[src/hdl/csl_pkg.sv]
// package for the counted set unit: sizes, field widths and shared types
// no dependencies
package csl_pkg;
    localparam int Locs = 512;
    localparam int MultiMax = 3;
    localparam int IdxW = $clog2(Locs);
    localparam int NodeW = $clog2(Locs + 1);
    localparam int CntW = 8;
    localparam int DeltaW = 5;
    localparam int CntMax = 255;
    localparam int FoundW = $clog2(MultiMax + 1);
    localparam int QDepth = 2;
    localparam logic [NodeW-1:0] NoneIdx = NodeW'(Locs);

    typedef enum logic
    {
        FUNC_ADJUST = 1'b0,
        FUNC_LIST = 1'b1
    } func_t;

    typedef struct packed
    {
        func_t func;
        logic [IdxW-1:0] loc;
        logic signed [DeltaW-1:0] delta;
    } cmd_t;

    typedef struct packed
    {
        logic [CntW-1:0] count;
        logic [NodeW-1:0] entries;
        logic [IdxW-1:0] multi_loc;
        logic multi_valid;
        logic last;
    } res_t;
endpackage

[src/hdl/csl_front.sv]
// front part: accepts input transfers and queues decoded commands
// depends on csl_pkg
module csl_front (
    input  logic            clk,
    input  logic            rst_n,
    input  logic            s_tvalid,
    output logic            s_tready,
    input  logic [15:0]     s_tdata,
    output logic            q_valid,
    input  logic            q_pop,
    output csl_pkg::cmd_t   q_cmd
);
    localparam int PtrW = $clog2(csl_pkg::QDepth);
    csl_pkg::cmd_t buf_reg [csl_pkg::QDepth];
    logic [PtrW-1:0] wr_reg, rd_reg;
    logic [PtrW:0] fill_reg;
    logic push;
    csl_pkg::cmd_t cmd_in;

    always_comb
    begin
        cmd_in.func = csl_pkg::func_t'(s_tdata[0]);
        cmd_in.loc = s_tdata[csl_pkg::IdxW:1];
        cmd_in.delta = s_tdata[csl_pkg::IdxW+csl_pkg::DeltaW:csl_pkg::IdxW+1];
    end

    assign s_tready = (fill_reg != (PtrW+1)'(csl_pkg::QDepth));
    assign push = s_tvalid && s_tready;
    assign q_valid = (fill_reg != '0);
    assign q_cmd = buf_reg[rd_reg];

    always_ff @(posedge clk)
    begin
        if (push)
        begin
            buf_reg[wr_reg] <= cmd_in;
        end
    end

    always_ff @(posedge clk or negedge rst_n)
    begin
        if (!rst_n)
        begin
            wr_reg <= '0;
            rd_reg <= '0;
            fill_reg <= '0;
        end
        else
        begin
            if (push)
            begin
                wr_reg <= wr_reg + 1'b1;
            end
            if (q_pop)
            begin
                rd_reg <= rd_reg + 1'b1;
            end
            fill_reg <= fill_reg + (PtrW+1)'(push) - (PtrW+1)'(q_pop);
        end
    end
endmodule

[config.mk]
export PLATFORM = sky130hd
export DESIGN_NAME = csl_front
export DESIGN_NICKNAME = d
export VERILOG_FILES = /design/src/hdl/csl_pkg.sv /design/src/hdl/csl_front.sv
export SDC_FILE = /design/constraint.sdc
export NUM_CORES = 1
export LEC_CHECK = 0
export ABC_AREA = 0
export BUFFER_PORTS_ARGS = -buffer_cell sky130_fd_sc_hd__buf_2
export CAP_MARGIN = 10
export CORE_MARGIN = 2
export CORE_UTILIZATION = 53
export DETAILED_ROUTE_END_ITERATION = 10
export GPL_TIMING_DRIVEN = 0
export MAX_ROUTING_LAYER = met4
export PLACE_DENSITY = 0.84
export SLEW_MARGIN = 20
export SYNTH_ARGS = -nofsm -noshare
export SYNTH_HDL_FRONTEND = slang
export SYNTH_SLANG_ARGS = --single-unit
[constraint.sdc]
create_clock -name clk -period 3.5 [get_ports clk]
set_clock_uncertainty 0.2 [all_clocks]
set_input_delay 0.7 -clock clk [delete_from_list [all_inputs] [get_ports clk]]
set_output_delay 0.7 -clock clk [all_outputs]
set_load 0.005 [all_outputs]
==> impl_results.md, run 1 <==
* Status: completed
* Max_slew headroom at between 50% and 60%
* Clk slew on worst S/H paths at approximately 90 ps
* Synth Area in Compound Gates at ~1.4%
* # diodes at 0
* Flops & latches, synth at 34
* Core Region at 2430 um^2
* DIE HEIGHT at between 50 and 60 um
* CTS buffer count at 5
* EDFF count, synth at 30
* Total number of yosys warnings at 0
* Sequential Area at between 1000 and 1500 um^2
* Resize count post-CTS at 0
* Mux contribution to synthesized area at between 10% and 20%
* Fin crit period at between 2000 and 2500 ps
* Sum of negative setup slack at 0 ps
* Layout area overhead at 20.7%
* Chip Width at 54.1 um
* Count leader, synth: edfxtp_1
* Post-synthesis net count at 85
* Post-synthesis sequential area ratio at 75.2%
* Root Driver: clkbuf_4
* WS Path Type: register to output pin
* CP arrival at approximately 1400 ps
* Least-Margin Pin Slew at ~730 ps
* Average size of a mapped cell at roughly 21 um^2
* Most used cell, CP: buf_6
* Cell Chain, Critical Path: buf_6 > buf_6 > mux2_4 > buf_2
* Worst setup EP type: output pin
* Max_cap viols at 0
* Vias in the first global route at approximately 700
* Maximum vdd drop at about 0.56 mV
* CTS tree: yes
* Final Wtd Congestion at 0.582
* Syn Inst Count at between 60 and 70
* RSZ-0062 raised after global routing: false
* Initial antenna violation count at 0
* Final count of pins violating max slew at 0
* Most used DFF post-synth: edfxtp_1
* Total GRT Usage at between 10% and 20%
* Delay of the slowest critical-path stage at about 380 ps
* Postcts setup bufs at 0
* Startpoint Class: register
* Xor and xnor area share after synthesis at approximately 2.6%
* Detail Route Antenna Nets at 0
* Max Fclk at ~430 MHz
* Area taken by multi-input logic gates at slightly above 300 um^2
* CTS Hold Bufs at 1
* Cell Rows at 18
* Total wire length at 1.95 mm
* Synth area leaders: edfxtp_1 68%, mux2_4 10%, dfrtp_1 7.5%, mux2_2 5.1%, xnor2_1 2.0%
* Yosys top cell area share at slightly below 70%
* Endpoints failing hold at 0
* Max reg flops at 30
* Synth cell types at 16
* Static Leakage at ~0.65 nW
* Commonest cells in the netlist: 30 x edfxtp_1, 9 x mux2_4, 6 x mux2_2
* Starting density of the core at between 50% and 60%
* Power per Cell Area at around 750 nW/um^2
* Setup Viol. Count Final at 0
* Overflow after GRT at 0
* Clk buf depth at 2
* Cell area after synthesis at roughly 1300 um^2
* Vias at between 600 and 700
* DR vias/cell at a little under 5
* Critical Path RT at ~2600 ps
* Area leader, netlist: edfxtp_1
* Synth Area in Adders at less than 1%
* Initial DRC Count at 10
* Final HPWL DP at approximately 1.4 mm
* Period utilization at 66.2%
* WL/cell at 14.2 um
* HP Class: register to register
* Post-Synth Simple-Gate Area at 2.91%
* Worst-path fanout max at 10
* Layout cell share with drive strength beyond 1 at 57.4%
* Latest clock arrival within the worst-skew pair at between 300 and 400 ps
* Die ar. at ~3000 um^2
* Crit-path slowest cell: dfrtp_1
* FFs w/ async S/R, synth at 11.8%
* Buf/Inv on CP at 3
* Combinational family with the most area after synthesis: multiplexers
* First-pass GRT wire length at 2.95 mm
* Fill count at ~180
* Ports at 37
* Pwr Total at between 1 and 1.5 mW
* Port-buffer cells at 35
* Clock sink count at 34
* Delay-heaviest family, CP: buffers and inverters
* Nets at 128
* Depth of the CTS H-tree at 2
* Worst R2R Setup Slack at between 1500 and 2000 ps
* Drc violations at 0
* Drt first pass iters at 4
* Layout Utilization at between 60% and 70%
* Largest net degree at the start of global routing at 16
## cell type report
class	count	share of cell area [%]
clock inverter	2	0.545
sequential	34	62.3
buffer	2	1.40
timing repair buffer	36	11.5
clock buffer	6	2.57
multi-input combinational	28	19.3
tap	30	2.34
## cell usage in the layout, fill, tap and decap left out
cell,n
buf_2,35
edfxtp_1,30
mux2_4,9
mux2_2,6
clkbuf_4,5
dfrtp_1,4
xnor2_1,3
buf_6,2
nand2b_1,1
nand2_1,1
a21bo_1,1
nor3b_2,1
a21oi_2,1
nor2_2,1
or2_2,1
and3_1,1
xor2_1,1
ha_1,1
clkbuf_1,1
clkinv_1,1
clkinv_2,1
dlygate4sd3_1,1
## metrics by stage
stage / instances / setup slack [ps] / instance area, um^2 / hold WS (ps)
3_5_place_dp: 129 / 1370 / 1550 / 306
2_1_floorplan: 64 / 1450 / 1330 / 204
4_1_cts: 138 / 1160 / 1610 / 323
5_1_grt: 138 / 1120 / 1610 / 342
6_report: 138 / 1180 / 1610 / 328
3_3_place_gp: 129 / 1040 / 1540 / 280
## per-layer routing
layer  GRT usage (%)  up-vias  wire (um)
li1                -      330          -
met1            15.3      316        727
met2            28.7       26       1100
met3            6.39        0        128
met4            5.00        0          0
met5               -        -          0
## power by group
group	total, mW	internal, mW	switching (mW)	leakage [nW]
registers	0.601	0.561	0.0397	0.326
clock network	0.189	0.0754	0.114	0.0297
logic	0.409	0.232	0.177	0.296
total	1.20	0.869	0.331	0.651
## worst paths after layout
| check | cells after the start | from | to |
|---|---|---|---|
| worst max-delay path | 4 | rd_reg | q_cmd[9] |
| worst min-delay path | 1 | wr_reg | wr_reg |
| worst max register to register | 3 | fill_reg[1] | buf_reg[0][6] |
| worst min register to register | 1 | wr_reg | wr_reg |
| max in group asynchronous | 2 | rst_n | fill_reg[1] |
| min in group asynchronous | 2 | rst_n | wr_reg |
## cell families after synthesis
group           Yosys count
simple gates              6
buf+inv                   2
fa+ha+maj                 1
mux                      15
flops                    34
xor+xnor                  4
compound gates            2
## worst register-to-register path: stages (launching register included)
cell	delay, ps
dfrtp_1	430
nand2b_1	120
nand2_1	130
nor2_2	590
No activity file was read; power rests on OpenSTA's default activity.
==> inputs of run 2 (changes only) <==
CORE_UTILIZATION = 50   (was 53)
PLACE_DENSITY = 0.8   (was 0.84)
clock period = 2.25 ns   (was 3.5 ns; I/O delays follow)
==> impl_results.md, run 2 (synthesis gave the netlist of run 1 again) <==
* Commonest non-fill, non-tap cells in the layout: 35 x buf_2, 30 x edfxtp_1, 9 x mux2_4, 6 x mux2_2, 5 x clkbuf_4 (unchanged)
* Crit-path slowest cell: dfrtp_1 (unchanged)
* Delay of the slowest critical-path stage at 360 ps (was 380 ps)
* Initial antenna violation count at 0 (unchanged)
* CTS buffer count at 5 (unchanged)
* CTS tree: yes (unchanged)
* Max Fclk at between 400 and 500 MHz
* RSZ-0062 raised after global routing: false (unchanged)
* Overflow after GRT at 0 (unchanged)
* Postcts setup bufs at 0 (unchanged)
* Endpoints failing hold at 0 (unchanged)
* Cell Rows at 18 (unchanged)
* Ports at 37 (unchanged)
* Max_slew headroom at 48.1% (was 51.5%)
* Status: completed (unchanged)
* Worst setup EP type: output pin (unchanged)
* Port-buffer cells at 35 (unchanged)
* DR vias/cell at 4.93 (was 4.87)
* Final count of pins violating max slew at 0 (unchanged)
* Buf/Inv on CP at 3 (unchanged)
* Least-Margin Pin Slew at 777 ps (was 726 ps)
* Final HPWL DP at 1.43 mm (was 1.44 mm)
* Drt first pass iters at 4 (unchanged)
* CTS Hold Bufs at 1 (unchanged)
* Most used cell, CP: buf_6 (unchanged)
* WL/cell at 15.0 um (was 14.2 um)
* Net Sw Frac at 27.9% (was 27.6%)
* Resize count post-CTS at 0 (unchanged)
* Final Wtd Congestion at 0.689 (was 0.582)
* Nets at 128 (unchanged)
* Startpoint Class: register (unchanged)
* WS Path Type: register to output pin (unchanged)
* Maximum vdd drop at 0.685 mV (was 0.564 mV)
* Sum of negative setup slack at 0 ps (unchanged)
* Placed Instances at 129 (unchanged)
* Chip Width at 55.6 um (was 54.1 um)
* Setup Viol. Count Final at 0 (unchanged)
* Vias in the first global route at 718 (was 689)
* Fill count at 182 (was 179)
* Fin crit period at around 2100 ps
* Detail Route Antenna Nets at 0 (unchanged)
* Int Power at 1.38 mW (was 869 uW)
* Clock Power Share at 17.2% (was 15.8%)
* Layout area overhead at 21.3% (was 20.7%)
* Critical Path RT at 1600 ps (was 2600 ps)
* Latest clock arrival within the worst-skew pair at 330 ps (was 320 ps)
* # diodes at 0 (unchanged)
* Initial DRC Count at 8 (was 10)
* Max_cap viols at 0 (unchanged)
* Vias at 681 (was 672)
* Cell Chain, Critical Path: buf_6 > buf_6 > mux2_4 > buf_2 (unchanged)
* Clock sink count at 34 (unchanged)
* Layout cell share with drive strength beyond 1 at 57.4% (unchanged)
* Largest net degree at the start of global routing at 16 (unchanged)
* Combinational Power Share at 33.8% (was 34.1%)
* First-pass GRT wire length at 3.37 mm (was 2.95 mm)
* Net Switching at 533 uW (was 331 uW)
* Max reg flops at 30 (unchanged)
* Delay-heaviest family, CP: buffers and inverters (unchanged)
* Period utilization at approximately 93%
* Pwr Total at 1.91 mW (was 1.20 mW)
* Total wire length at 2.07 mm (was 1.95 mm)
* Power per Cell Area at 1180 nW/um^2 (was 746 nW/um^2)
* DIE HEIGHT at 55.6 um (was 54.1 um)
* Starting density of the core at 53.3% (was 54.7%)
* Core Region at 2500 um^2 (was 2430 um^2)
* Die ar. at 3090 um^2 (was 2930 um^2)
* Static Leakage at 0.655 nW (was 0.651 nW)
* Total GRT Usage at 15.9% (about the same)
* CP arrival at 1450 ps (was 1420 ps)
* Worst-path fanout max at 10 (unchanged)
* Drc violations at 0 (unchanged)
* Cell Count, Final, Fillers Out at 138 (unchanged)
* Commonest non-fill, non-tap cell in the layout: buf_2 (unchanged)
* Depth of the CTS H-tree at 2 (unchanged)
* Clk slew on worst S/H paths at 90 ps (about the same)
* HP Class: primary input to register (was register to register)
* Clk buf depth at 2 (unchanged)
* Layout Utilization at 64.6% (was 66.0%)
* Flop pwr share at 49.0% (was 50.1%)
* Root Driver: clkbuf_4 (unchanged)
[run 2: changes by cell type in the layout (fill, tap and decap cells not counted)]
cell,change
clkbuf_1,-1
clkbuf_8,+1
clkinv_1,+1
clkinv_2,-1
[run 2: layout make-up]
cell class | count | area, um^2 | area share, %
Buffer | 2 | 22.5 | 1.39
Clock buffer | 6 | 51.3 | 3.18
Clock inverter | 2 | 7.51 | 0.465
Multi-Input combinational cell | 28 | 310 | 19.2
Sequential cell | 34 | 1000 | 62.0
Tap cell | 30 | 37.5 | 2.32
Timing Repair Buffer | 36 | 185 | 11.5
[run 2: path summary, 6_finish.rpt]
check / from / end / slack, ps / cells past startpoint
setup / recovery: rd_reg / q_cmd[8] / 150 / 4
hold / removal: s_tdata[11] / buf_reg[0][1] / 100 / 1
setup reg to reg: fill_reg[1] / buf_reg[0][5] / 320 / 3
hold reg to reg: wr_reg / wr_reg / 360 / 1
max in group asynchronous: rst_n / wr_reg / 1460 / 2
min in group asynchronous: rst_n / rd_reg / 250 / 2
[run 2: metal layers]
metal | vias to the layer above | track usage, % | wire [um]
met3 | 5 | 6.98 | 124
met1 | 320 | 15.2 | 800
li1 | 333 | - | -
met4 | 0 | 8.36 | 47
met2 | 23 | 26.7 | 1100
met5 | - | - | 0
[run 2: power by group through the flow]
stage / logic (mW) / clock network [mW] / registers [mW]
finish: 0.646 / 0.330 / 0.937
global route: 0.705 / 0.370 / 0.951
CTS: 0.662 / 0.340 / 0.938
detailed placement: 0.656 / 0 / 0.952
global placement: 0.636 / 0 / 0.935
floorplan: 0.444 / 0 / 0.929
[run 2: per-stage QoR]
stage	cell area, um^2	hold slack, ps	worst slack, ps
6_report	1620	99.6	153
5_1_grt	1620	81.8	80.3
4_1_cts	1620	90.2	128
3_5_place_dp	1550	64.6	303
3_3_place_gp	1540	56.6	8.84
2_1_floorplan	1330	-45.6	359
[run 2: worst register-to-register path, cell delays in order, from the launching register on]
cell      delay [ps]
dfrtp_1          440
nand2b_1         140
nand2_1          150
nor2_2           630
==> inputs of run 3 (changes only) <==
PLACE_DENSITY = 0.86   (was 0.8)
REMOVE_ABC_BUFFERS = 1   (was default)
==> impl_results.md, run 3 (synthesis gave the netlist of run 1 again) <==
* CTS tree: yes (unchanged)
* Overflow after GRT at 0 (unchanged)
* Chip Width at 55.6 um (unchanged)
* Clk slew on worst S/H paths at 90 ps (about the same)
* Max_slew headroom at 49.2% (was 48.1%)
* Least-Margin Pin Slew at 761 ps (was 777 ps)
* Core Region at 2500 um^2 (unchanged)
* Detail Route Antenna Nets at 0 (unchanged)
* DR vias/cell at 5.02 (was 4.93)
* Static Leakage at 0.638 nW (was 0.655 nW)
* Max reg flops at 30 (unchanged)
* Cell Rows at 18 (unchanged)
* Commonest non-fill, non-tap cell in the layout: buf_2 (unchanged)
* Initial antenna violation count at 0 (unchanged)
* Power per Cell Area at 1150 nW/um^2 (was 1180 nW/um^2)
* Flop pwr share at 54.8% (was 49.0%)
* Commonest non-fill, non-tap cells in the layout: 35 x buf_2, 30 x edfxtp_1, 9 x mux2_4, 6 x mux2_2, 5 x clkbuf_4 (unchanged)
* First-pass GRT wire length at 2.97 mm (was 3.37 mm)
* Critical Path RT at 1600 ps (about the same)
* Total wire length at 1.86 mm (was 2.07 mm)
* CP arrival at 1490 ps (was 1450 ps)
* DIE HEIGHT at 55.6 um (unchanged)
* Nets at 126 (was 128)
* Maximum vdd drop at 1.09 mV (was 0.685 mV)
* Vias at 683 (was 681)
* Port-buffer cells at 35 (unchanged)
* Status: completed (unchanged)
* Ports at 37 (unchanged)
* Combinational Power Share at 29.3% (was 33.8%)
* Root Driver: clkbuf_4 (unchanged)
* Starting density of the core at 53.3% (unchanged)
* Layout Utilization at 63.4% (was 64.6%)
* Clk buf depth at 2 (unchanged)
* Final count of pins violating max slew at 0 (unchanged)
* Fill count at 196 (was 182)
* Layout cell share with drive strength beyond 1 at 57.5% (was 57.4%)
* Latest clock arrival within the worst-skew pair at 310 ps (was 330 ps)
* Worst-path fanout max at 16 (was 10)
* Largest net degree at the start of global routing at 17 (was 16)
* Net Sw Frac at 27.6% (was 27.9%)
* Endpoints failing hold at 0 (unchanged)
* Vias in the first global route at 698 (was 718)
* WS Path Type: register to output pin (unchanged)
* Depth of the CTS H-tree at 2 (unchanged)
* Pwr Total at 1.82 mW (was 1.91 mW)
* Clock sink count at 34 (unchanged)
* Worst setup EP type: output pin (unchanged)
* Die ar. at 3090 um^2 (unchanged)
* Max_cap viols at 0 (unchanged)
* Layout area overhead at 19.1% (was 21.3%)
* Startpoint Class: register (unchanged)
* WL/cell at 13.7 um (was 15.0 um)
* Postcts setup bufs at 0 (unchanged)
* Net Switching at 504 uW (was 533 uW)
* Drc violations at 0 (unchanged)
* # diodes at 0 (unchanged)
* Int Power at 1.32 mW (was 1.38 mW)
* Sum of negative setup slack at 0 ps (unchanged)
* CTS buffer count at 5 (unchanged)
* RSZ-0062 raised after global routing: false (unchanged)
* Period utilization at 95.3% (was 93.2%)
* Final HPWL DP at 1.32 mm (was 1.43 mm)
* Max Fclk at 466 MHz (was 477 MHz)
* Total GRT Usage at 13.4% (was 15.9%)
* Initial DRC Count at 12 (was 8)
* Fin crit period at 2140 ps (was 2100 ps)
* Drt first pass iters at 4 (unchanged)
* Final Wtd Congestion at 0.634 (was 0.689)
* Clock Power Share at 15.9% (was 17.2%)
* Setup Viol. Count Final at 0 (unchanged)
* HP Class: primary input to register (unchanged)
[run 3: area by class of cell]
type                       count  area (um^2)  share of cell area (%)
timing repair buffer          36          185                    11.7
multi-input combinational     28          310                    19.6
clock buffer                   6         41.3                    2.60
tap                           30         37.5                    2.37
clock inverter                 2         8.76                   0.552
sequential                    34         1000                    63.2
[run 3: final timing paths]
check                            startpoint              to  slack [ps]  cells after the start
max in group asynchronous             rst_n          rd_reg        1460                      2
min in group asynchronous             rst_n     fill_reg[0]         260                      2
worst max register to register  fill_reg[1]   buf_reg[0][2]         360                      3
worst min-delay path             s_tdata[0]  buf_reg[1][14]         110                      1
worst max-delay path                 rd_reg       q_cmd[11]         110                      2
worst min register to register       wr_reg          wr_reg         320                      1
[run 3: through the flow]
step / instance area (um^2) / std cells / hold slack (ps) / worst slack [ps]
global route: 1590 / 136 / 91.9 / 15.7
floorplan: 1310 / 62 / -45.6 / 359
detailed placement: 1520 / 127 / 61.4 / 199
finish: 1590 / 136 / 114 / 106
CTS: 1590 / 136 / 94.2 / 87.5
global placement: 1520 / 127 / 55.5 / 21.4
[run 3: power groups by stage]
| stage | Sequential, mW | Combinational [mW] | Clock, mW |
|---|---|---|---|
| after floorplan | 0.977 | 0.355 | 0 |
| after global placement | 1.00 | 0.530 | 0 |
| after detailed placement | 1.01 | 0.547 | 0 |
| after CTS | 1.00 | 0.547 | 0.308 |
| after global routing | 1.02 | 0.576 | 0.330 |
| final | 0.999 | 0.533 | 0.290 |
[run 3: critical path: stages, from the launching register on]
cell,delay [ps]
dfrtp_2,660
mux2_2,380
buf_2,130
[run 3: repair_timing]
item                                    CTS  global route
gates resized for setup                   1             0
hold buffers                              1             0
endpoints found under the setup margin   15             0
hold endpoints to repair                  4             0
[run 3: layer usage]
layer	GRT usage [%]	routed length, um
met1	13.0	726
met2	23.3	957
met3	5.35	140
met4	6.27	36
met5	-	0
